<file path="src/hdl/sibs_pkg.sv">
package sibs_pkg;

  localparam int OUT_ADDR_W  = 24;
  localparam int CFG_INDEX_W = 4;
  localparam int QUEUE_DEPTH = 4;
  localparam int QPTR_W      = 2;

  localparam logic [CFG_INDEX_W-1:0] CFG_MAX_LEN = CFG_INDEX_W'(0);
  localparam logic [CFG_INDEX_W-1:0] CFG_BLANK   = CFG_INDEX_W'(1);

  localparam logic [15:0] MAX_LEN_RESET = 16'd1024;
  localparam logic [7:0]  BLANK_RESET   = 8'hFF;
  localparam logic [15:0] MIN_LEN       = 16'd2;
  localparam logic [15:0] CRC_POLY      = 16'hA001;

  localparam logic KIND_DATA    = 1'b0;
  localparam logic KIND_SUMMARY = 1'b1;

  typedef struct packed {
    logic [7:0] byte_value;
    logic       end_of_image;
    logic       is_blank;
  } entry_t;

  typedef struct packed {
    logic   valid;
    entry_t entry;
  } push_t;

  typedef struct packed {
    logic                  kind;
    logic [OUT_ADDR_W-1:0] address;
    logic [7:0]            data_byte;
    logic [15:0]           block_length;
    logic [15:0]           crc;
    logic                  last;
  } result_t;

  typedef enum logic [2:0] {
    ACT_IDLE,
    ACT_KEEP_PEND,
    ACT_KEEP_HEAD,
    ACT_BLANK,
    ACT_CUT_SUM,
    ACT_END_SUM
  } action_t;

endpackage

</file>
<file path="src/hdl/sparse_image_block_splitter_crc16_core.sv">
// Sparse image block splitter with CRC-16/ARC.
// Input channel (in_valid / in_stall): one image byte per word, in address
// order; in_end_of_image marks the last byte, and the next word starts a new
// image at address 0. Result channel (out_valid / out_stall): data words carry
// a kept byte and its address; summary words carry block start, length and CRC.
// out_last flags the final result caused by an input word.
// Config channel (cfg_valid / cfg_ready, always ready): index 0 max block
// length, index 1 blank byte value. Write only while the block is idle.
// An accepted word is written into the queue, and the back-end sequencer
// registers each of its results in the output register. While out_stall is
// low, the single result port of the back end gives one result per cycle.
// A non-blank byte that ends a held run of up to BLANK_RUN-1 blank bytes
// first releases each held byte as a data word, then gives its own; a cut or
// image end adds a summary word.
// A four-word queue parts the front from the back: while the receiver stalls,
// the output register holds, the queue fills and then in_stall rises.
// Reset: queue empty, address 0, no open block, max length 1024, blank 0xFF.
module sparse_image_block_splitter_crc16_core
  import sibs_pkg::*;
#(
  parameter int BLANK_RUN  = 8,
  parameter int ADDR_WIDTH = 24
) (
  input  logic                   clk,
  input  logic                   rst_n,
  input  logic                   in_valid,
  output logic                   in_stall,
  input  logic [7:0]             in_byte_value,
  input  logic                   in_end_of_image,
  output logic                   out_valid,
  input  logic                   out_stall,
  output logic                   out_kind,
  output logic [OUT_ADDR_W-1:0]  out_address,
  output logic [7:0]             out_data_byte,
  output logic [15:0]            out_block_length,
  output logic [15:0]            out_crc,
  output logic                   out_last,
  input  logic                   cfg_valid,
  output logic                   cfg_ready,
  input  logic [CFG_INDEX_W-1:0] cfg_index,
  input  logic [15:0]            cfg_data
);

  logic [15:0] max_len_r;
  logic [7:0]  blank_r;
  push_t       push;
  logic        q_full;
  logic        q_head_valid;
  entry_t      q_head;
  logic        q_pop;
  result_t     res;

  assign cfg_ready = 1'b1;

  always_ff @(posedge clk) begin
    if (!rst_n) begin
      max_len_r <= MAX_LEN_RESET;
      blank_r   <= BLANK_RESET;
    end else if (cfg_valid && cfg_ready) begin
      if (cfg_index == CFG_MAX_LEN) begin
        max_len_r <= cfg_data;
      end else if (cfg_index == CFG_BLANK) begin
        blank_r <= cfg_data[7:0];
      end
    end
  end

  sibs_front u_front (
    .in_valid        (in_valid),
    .in_byte_value   (in_byte_value),
    .in_end_of_image (in_end_of_image),
    .blank_value     (blank_r),
    .queue_full      (q_full),
    .in_stall        (in_stall),
    .push            (push)
  );

  sibs_queue u_queue (
    .clk        (clk),
    .rst_n      (rst_n),
    .push       (push),
    .pop        (q_pop),
    .full       (q_full),
    .head_valid (q_head_valid),
    .head       (q_head)
  );

  sibs_back #(
    .BLANK_RUN  (BLANK_RUN),
    .ADDR_WIDTH (ADDR_WIDTH)
  ) u_back (
    .clk         (clk),
    .rst_n       (rst_n),
    .max_len     (max_len_r),
    .blank_value (blank_r),
    .head_valid  (q_head_valid),
    .head        (q_head),
    .pop         (q_pop),
    .out_stall   (out_stall),
    .out_valid   (out_valid),
    .out_res     (res)
  );

  assign out_kind         = res.kind;
  assign out_address      = res.address;
  assign out_data_byte    = res.data_byte;
  assign out_block_length = res.block_length;
  assign out_crc          = res.crc;
  assign out_last         = res.last;

  a_data_clean: assert property (@(posedge clk) disable iff (!rst_n)
    (out_valid && (out_kind == KIND_DATA)) |-> (out_block_length == 16'd0 && out_crc == 16'd0))
    else $error("data word carries summary fields");

  a_summary_shape: assert property (@(posedge clk) disable iff (!rst_n)
    (out_valid && (out_kind == KIND_SUMMARY)) |-> (out_block_length != 16'd0
                                                   && out_data_byte == 8'd0))
    else $error("summary word with empty block or data byte");

  a_accept_queued: assert property (@(posedge clk) disable iff (!rst_n)
    (in_valid && !in_stall) |=> q_head_valid)
    else $error("accepted word missing from queue");

endmodule

</file>
<file path="src/hdl/sibs_front.sv">
module sibs_front
  import sibs_pkg::*;
(
  input  logic       in_valid,
  input  logic [7:0] in_byte_value,
  input  logic       in_end_of_image,
  input  logic [7:0] blank_value,
  input  logic       queue_full,
  output logic       in_stall,
  output push_t      push
);

  // classify each word as blank or not on the way into the queue
  assign in_stall               = queue_full;
  assign push.valid             = in_valid && !queue_full;
  assign push.entry.byte_value  = in_byte_value;
  assign push.entry.end_of_image = in_end_of_image;
  assign push.entry.is_blank    = (in_byte_value == blank_value);

endmodule

</file>
<file path="src/hdl/sibs_queue.sv">
module sibs_queue
  import sibs_pkg::*;
(
  input  logic   clk,
  input  logic   rst_n,
  input  push_t  push,
  input  logic   pop,
  output logic   full,
  output logic   head_valid,
  output entry_t head
);

  entry_t              mem_r [QUEUE_DEPTH];
  logic [QPTR_W-1:0]   wr_ptr_r;
  logic [QPTR_W-1:0]   rd_ptr_r;
  logic [QPTR_W:0]     count_r;
  logic [QPTR_W:0]     count_nxt;

  assign full       = (count_r == (QPTR_W + 1)'(QUEUE_DEPTH));
  assign head_valid = (count_r != '0);
  assign head       = mem_r[rd_ptr_r];

  always_comb begin
    count_nxt = count_r;
    if (push.valid && !pop) begin
      count_nxt = count_r + (QPTR_W + 1)'(1);
    end else if (!push.valid && pop) begin
      count_nxt = count_r - (QPTR_W + 1)'(1);
    end
  end

  always_ff @(posedge clk) begin
    if (!rst_n) begin
      wr_ptr_r <= '0;
      rd_ptr_r <= '0;
      count_r  <= '0;
    end else begin
      count_r <= count_nxt;
      if (push.valid) begin
        wr_ptr_r <= wr_ptr_r + QPTR_W'(1);
      end
      if (pop) begin
        rd_ptr_r <= rd_ptr_r + QPTR_W'(1);
      end
    end
  end

  always_ff @(posedge clk) begin
    if (push.valid) begin
      mem_r[wr_ptr_r] <= push.entry;
    end
  end

endmodule

</file>
<file path="src/hdl/sibs_back.sv">
module sibs_back
  import sibs_pkg::*;
#(
  parameter int BLANK_RUN  = 8,
  parameter int ADDR_WIDTH = 24
) (
  input  logic        clk,
  input  logic        rst_n,
  input  logic [15:0] max_len,
  input  logic [7:0]  blank_value,
  input  logic        head_valid,
  input  entry_t      head,
  output logic        pop,
  input  logic        out_stall,
  output logic        out_valid,
  output result_t     out_res
);

  localparam int PEND_W = $clog2(BLANK_RUN);
  localparam logic [PEND_W-1:0] PEND_TOP = PEND_W'(BLANK_RUN - 1);

  function automatic logic [15:0] crc_byte(input logic [15:0] c, input logic [7:0] b);
    logic [15:0] v;
    v = c ^ {8'h00, b};
    for (int i = 0; i < 8; i++) begin
      v = v[0] ? ((v >> 1) ^ CRC_POLY) : (v >> 1);
    end
    return v;
  endfunction

  // pending bytes: a run of equal bytes held back while the cut is undecided
  logic [PEND_W-1:0]     pend_r, pend_nxt;
  logic [7:0]            pend_val_r, pend_val_nxt;
  logic                  in_block_r, in_block_nxt;
  logic [ADDR_WIDTH-1:0] pos_r, pos_nxt;
  logic [ADDR_WIDTH-1:0] start_r, start_nxt;
  logic [15:0]           cnt_r, cnt_nxt;
  logic [15:0]           crc_r, crc_nxt;
  logic                  sum_pend_r, sum_pend_nxt;
  logic                  head_done_r, head_done_nxt;
  logic                  out_valid_r;
  result_t               out_r;

  action_t     act;
  logic [15:0] lim;
  logic        pend_blank;
  logic [7:0]  keep_val;
  logic [15:0] keep_cnt;
  logic [15:0] keep_crc;
  logic        can_load;
  logic        emit;
  logic        rem;
  logic        finish;
  logic        go;
  result_t     res;

  assign lim        = (max_len < MIN_LEN) ? MIN_LEN : max_len;
  assign pend_blank = (pend_val_r == blank_value);
  assign can_load   = !out_valid_r || !out_stall;

  always_comb begin
    if (!head_valid) begin
      act = ACT_IDLE;
    end else if (sum_pend_r) begin
      act = ACT_CUT_SUM;
    end else if (!head_done_r) begin
      if ((pend_r != '0) && (!pend_blank || !head.is_blank)) begin
        act = ACT_KEEP_PEND;
      end else if (!head.is_blank) begin
        act = ACT_KEEP_HEAD;
      end else begin
        act = ACT_BLANK;
      end
    end else begin
      act = ACT_END_SUM;
    end
  end

  assign keep_val = (act == ACT_KEEP_PEND) ? pend_val_r : head.byte_value;
  assign keep_cnt = in_block_r ? (cnt_r + 16'd1) : 16'd1;
  assign keep_crc = crc_byte(in_block_r ? crc_r : 16'h0000, keep_val);

  always_comb begin
    pend_nxt      = pend_r;
    pend_val_nxt  = pend_val_r;
    in_block_nxt  = in_block_r;
    pos_nxt       = pos_r;
    start_nxt     = start_r;
    cnt_nxt       = cnt_r;
    crc_nxt       = crc_r;
    sum_pend_nxt  = sum_pend_r;
    head_done_nxt = head_done_r;
    emit          = 1'b0;
    res           = '0;

    case (act)
      ACT_KEEP_PEND, ACT_KEEP_HEAD: begin
        emit           = 1'b1;
        res.kind       = KIND_DATA;
        res.address    = OUT_ADDR_W'(pos_r);
        res.data_byte  = keep_val;
        in_block_nxt   = 1'b1;
        start_nxt      = in_block_r ? start_r : pos_r;
        cnt_nxt        = keep_cnt;
        crc_nxt        = keep_crc;
        pos_nxt        = pos_r + ADDR_WIDTH'(1);
        sum_pend_nxt   = (keep_cnt >= lim);
        if (act == ACT_KEEP_PEND) begin
          pend_nxt = pend_r - PEND_W'(1);
        end else begin
          head_done_nxt = 1'b1;
        end
      end
      ACT_CUT_SUM: begin
        emit             = 1'b1;
        res.kind         = KIND_SUMMARY;
        res.address      = OUT_ADDR_W'(start_r);
        res.block_length = cnt_r;
        res.crc          = crc_r;
        in_block_nxt     = 1'b0;
        sum_pend_nxt     = 1'b0;
        // blank bytes held back are dropped once the block is cut
        if (pend_blank) begin
          pos_nxt  = pos_r + ADDR_WIDTH'(pend_r);
          pend_nxt = '0;
        end
      end
      ACT_BLANK: begin
        head_done_nxt = 1'b1;
        if (in_block_r && (pend_r == PEND_TOP)) begin
          emit             = 1'b1;
          res.kind         = KIND_SUMMARY;
          res.address      = OUT_ADDR_W'(start_r);
          res.block_length = cnt_r;
          res.crc          = crc_r;
          in_block_nxt     = 1'b0;
          pos_nxt          = pos_r + ADDR_WIDTH'(pend_r) + ADDR_WIDTH'(1);
          pend_nxt         = '0;
        end else if (in_block_r) begin
          pend_nxt     = pend_r + PEND_W'(1);
          pend_val_nxt = head.byte_value;
        end else begin
          pos_nxt = pos_r + ADDR_WIDTH'(1);
        end
      end
      ACT_END_SUM: begin
        emit             = 1'b1;
        res.kind         = KIND_SUMMARY;
        res.address      = OUT_ADDR_W'(start_r);
        res.block_length = cnt_r;
        res.crc          = crc_r;
        in_block_nxt     = 1'b0;
      end
      default: begin
        emit = 1'b0;
      end
    endcase

    // anything left for this word after the current action
    rem = sum_pend_nxt
       || ((pend_nxt != '0) && (pend_val_nxt != blank_value))
       || (!head_done_nxt && !head.is_blank)
       || (!head_done_nxt && in_block_nxt && (pend_nxt == PEND_TOP))
       || (head.end_of_image && in_block_nxt);
    res.last = !rem;

    finish = head_valid && head_done_nxt && !sum_pend_nxt
          && !(head.end_of_image && in_block_nxt);
    go     = head_valid && (!emit || can_load);
    pop    = go && finish;

    // drop the word; image end restarts addressing
    if (pop) begin
      head_done_nxt = 1'b0;
      if (head.end_of_image) begin
        pos_nxt      = '0;
        pend_nxt     = '0;
        in_block_nxt = 1'b0;
      end
    end
  end

  always_ff @(posedge clk) begin
    if (!rst_n) begin
      pend_r      <= '0;
      in_block_r  <= 1'b0;
      pos_r       <= '0;
      sum_pend_r  <= 1'b0;
      head_done_r <= 1'b0;
      out_valid_r <= 1'b0;
    end else begin
      if (go) begin
        pend_r      <= pend_nxt;
        in_block_r  <= in_block_nxt;
        pos_r       <= pos_nxt;
        sum_pend_r  <= sum_pend_nxt;
        head_done_r <= head_done_nxt;
      end
      if (can_load) begin
        out_valid_r <= go && emit;
      end
    end
  end

  always_ff @(posedge clk) begin
    if (go) begin
      pend_val_r <= pend_val_nxt;
      start_r    <= start_nxt;
      cnt_r      <= cnt_nxt;
      crc_r      <= crc_nxt;
    end
    if (can_load && go && emit) begin
      out_r <= res;
    end
  end

  assign out_valid = out_valid_r;
  assign out_res   = out_r;

endmodule
</file>
<file path="config.mk">
export PLATFORM = sky130hd
export DESIGN_NAME = sparse_image_block_splitter_crc16_core
export DESIGN_NICKNAME = d
export VERILOG_FILES = /design/src/hdl/sibs_pkg.sv /design/src/hdl/sparse_image_block_splitter_crc16_core.sv /design/src/hdl/sibs_front.sv /design/src/hdl/sibs_queue.sv /design/src/hdl/sibs_back.sv
export SDC_FILE = /design/constraint.sdc
export NUM_CORES = 1
export LEC_CHECK = 0
export BUFFER_PORTS_ARGS = -buffer_cell sky130_fd_sc_hd__buf_2
export CORE_UTILIZATION = 59
export CTS_CLUSTER_SIZE = 30
export DETAILED_ROUTE_END_ITERATION = 10
export GPL_TIMING_DRIVEN = 0
export HOLD_SLACK_MARGIN = 0.1
export PLACE_DENSITY = 0.79
export SYNTH_ARGS = -nofsm -noshare
export SYNTH_HDL_FRONTEND = slang
export SYNTH_SLANG_ARGS = --single-unit
</file>
<file path="constraint.sdc">
create_clock -name clk -period 12.5 [get_ports clk]
set_input_delay 1.25 -clock clk [delete_from_list [all_inputs] [get_ports clk]]
set_output_delay 1.25 -clock clk [all_outputs]
set_load 0.02 [all_outputs]
</file>
==> key figures <==
Outcome
  – Status: finished, final reports clean

Final layout
  – Number of diodes: 0
  – Fin nets: 1433
  – Layout cells sized above 1: between 10% and 20%
  – Post-route insts no fill: 1660
  – P&R area growth vs syn: 13.8%

Placement
  – DP Cell Count: 1614
  – RePlAce Congestion: 0.988
  – Port bufs: 101
  – DP HPWL: 27100 µm

Timing
  – Worst Skew: between 0.01 and 0.015 ns
  – Worst slew margin: roughly 16%
  – Setup total negative slack: 0 ns
  – Final hold vios: 0
  – Finish-stage setup viols: 0
  – Slew Limit Fails: 0
  – Crit path time final: 5.42 ns
  – Unrepaired setup endpoints after global routing: false
  – Slew of the pin with the lowest slew margin: 1.26 ns
  – Maximum clock frequency: about 180 MHz
  – Tcrit/Tclk final: 43.4%

Route
  – 1st-iter DRT viols: 1224
  – Via count: 10649
  – Post-route ant nets: 0
  – Top routing layer used: met4
  – Metal3 WL: 3810 µm
  – Metal-1 WL: approximately 16000 µm
  – TritonRoute pass-1 iters: 6
  – Detail-routed via count per cell: 6.42
  – Final wirelength: 37000 µm
  – Routed len/inst: 22.3 µm
  – Remaining DRCs: 0
  – WL met2: 16400 µm

Clocking
  – Resized cells post-CTS: 0
  – Clock sink count: 234
  – Clock tree root buffer cell: clkbuf_16
  – Post-CTS setup buffers: 0
  – Num CTS Buffers: 25
  – CTS HTree Levels: 1
  – Cts hold-fix bufs: 0
  – CTS tree: yes
  – Clk buf depth: 3
  – Reg clk slew, reported paths: 0.06 ns
  – Later-pin clock latency in the skew report: 0.54 ns

Global routing
  – Global-route wire length before repair: 57000 µm
  – Initial antenna violation count: 0
  – Largest net degree at the start of global routing: 34
  – Vias in the first global route: 10143
  – Congestion Overflow GR: 0
  – GR Util All Layers: 33.5%

Setup path
  – Delay-heaviest family, CP: buffers and inverters
  – Largest stage delay, worst path: 0.53 ns
  – Worst Setup Start Kind: flop
  – Most frequent CP cell: clkbuf_1
  – Crit Path Category: flop to flop
  – CP Capture Type: flop
  – Critical-path cell list: clkbuf_1, clkbuf_1, clkbuf_1, clkbuf_1, nand2_1, inv_1, ha_1, nand2b_1, a21o_1, a21o_1, a2111oi_0, o211ai_1, nand2_1, a21oi_1, a21oi_1, nand3_1, ha_1, inv_1, fa_1, xor2_1, or3_1, a21boi_0
  – Crit Path Max Fanout: 10
  – Crit path arrival time: 5.89 ns
  – Critical path buffer and inverter count: 6
  – Critical path's slowest cell: clkbuf_1
  – Data required, critical path: approximately 13 ns

Synthesis
  – EDFF count, synth: 170
  – Seq/Total Area, Yosys: 49.4%
  – Count of different cell masters after synthesis: ~90
  – Syn. warnings: 0
  – Post-Synthesis Cells: 1235
  – Async S/R FF share, synth: 0%
  – Main synth FF type: edfxtp_1
  – Post-Syn Nets: between 1000 and 1500
  – Syn Area/Cell: ~10 µm²
  – Cell Area, Synth: 12900 µm²
  – Post-synthesis register bit count: roughly 230

Floorplanning
  – Top Ports: ~100
  – Initial Utilization: 60.7%
  – Core area: 21300 µm²
  – Die area: approximately 23000 µm²
  – Die Width: 150 µm
  – Rows: 53
  – Die height: 150 µm

Pwr
  – Cell Pwr Density: 239 nW/µm²
  – Leak pwr: 5.27 nW
  – Worst VDD drop: between 0.1 and 0.15 mV

Min path
  – Hold crit path type: flop to flop

Flow run
  – Number of max-cap violations: 0
==> flip-flops by register name, summed over array words and instances, names as in the netlist, 2 cells and up, named ones only <==
signal             flops
blank_r                8
max_len_r             16
u_back.cnt_r          16
u_back.crc_r          16
u_back.out_res        66
u_back.pend_r          3
u_back.pend_val_r      8
u_back.pos_r          24
u_back.start_r        24
u_queue.count_r        3
u_queue.mem_r         40
u_queue.rd_ptr_r       2
u_queue.wr_ptr_r       2
==> cell usage in the layout, fill, tap and decap left out, types with 22 or more instances in the layout <==
cell type,count
nor2_1,72
a21oi_1,53
and2_1,56
xnor2_1,51
ha_1,31
inv_1,31
nor3_1,23
clkbuf_16,26
xor2_1,45
o21ai_0,83
dfxtp_1,64
clkbuf_1,64
nand2_1,115
a21boi_0,22
edfxtp_1,170
nand4_1,25
nand3_1,39
buf_2,105
==> Yosys cell counts, drive strengths merged, types with 27 or more instances <==
| cell type | count | area share [%] |
|---|---|---|
| a21oi | 54 | 2.1 |
| and2 | 56 | 2.7 |
| clkbuf | 61 | 1.8 |
| dfxtp | 64 | 9.9 |
| edfxtp | 170 | 39 |
| ha | 31 | 3.0 |
| inv | 32 | 0.93 |
| nand2 | 117 | 3.5 |
| nand3 | 40 | 1.6 |
| nand4 | 27 | 1.5 |
| nor2 | 74 | 2.1 |
| o21ai | 84 | 3.3 |
| xnor2 | 53 | 3.7 |
| xor2 | 46 | 3.2 |
==> layer usage <==
layer	GRT usage, %	vias to the layer above
met4	10.2	0
met5	0	-
met1	48.1	5119
met3	5.58	79
met2	51.8	592
li1	-	4859
==> cells by family (layout without fill, tap and decap cells) <==
family	Yosys count	count (layout)	share of synthesized area [%]
xor+xnor	100	100	7.06
simple gates	417	417	16.7
compound gates	300	300	15.5
fa+ha+maj	33	33	3.31
buf+inv	109	259	3.47
flops	234	234	49.4
other cells	1	1	0.0290
mux	41	41	4.52
==> final cells by class <==
type                            count  area (µm²)
Tap cell                          275         344
Clock inverter                     11         129
Clock buffer                       35         734
Fill cell                        1652        6570
Timing Repair Buffer              104         568
Inverter                           32         120
Buffer                             77         329
Multi-Input combinational cell    892        6110
Sequential cell                   234        6390
==> per-stage QoR <==
| stage | cell area [µm²] | util, % | power, W | hold slack (ns) | setup slack [ns] |
|---|---|---|---|---|---|
| finish | 14700 | 69.1 | 0.00351 | 0.431 | 7.08 |
| global route | 14700 | 69.1 | 0.00368 | 0.439 | 6.59 |
| CTS | 14700 | 69.1 | 0.00349 | 0.432 | 7.11 |
| detailed placement | 13900 | 65.1 | 0.00272 | 0.418 | 7.22 |
| global placement | 13800 | 64.7 | 0.00267 | 0.408 | 5.76 |
| floorplan | 12900 | - | 0.00223 | 0.406 | 7.65 |
==> power by group <==
part	internal, W	switching [W]
clock network	0.000455	0.000310
logic	0.000491	0.00102
registers	0.00113	0.000111
total	0.00208	0.00144
==> worst paths after layout <==
| path | slack [ns] | from | depth (start not counted) | endpoint |
|---|---|---|---|---|
| setup / recovery | 7.08 | u_back.in_block_r$_SDFFE_PN0N_ | 22 | u_queue.count_r[2]$_SDFFE_PN0P_ |
| hold / removal | 0.43 | u_back.pos_r[22]$_SDFFE_PN0N_ | 0 | u_back.start_r[22]$_DFFE_PP_ |
| setup reg to reg | 7.08 | u_back.in_block_r$_SDFFE_PN0N_ | 22 | u_queue.count_r[2]$_SDFFE_PN0P_ |
| hold reg to reg | 0.43 | u_back.pos_r[22]$_SDFFE_PN0N_ | 0 | u_back.start_r[22]$_DFFE_PP_ |
Power figures use the tool's default switching activity.
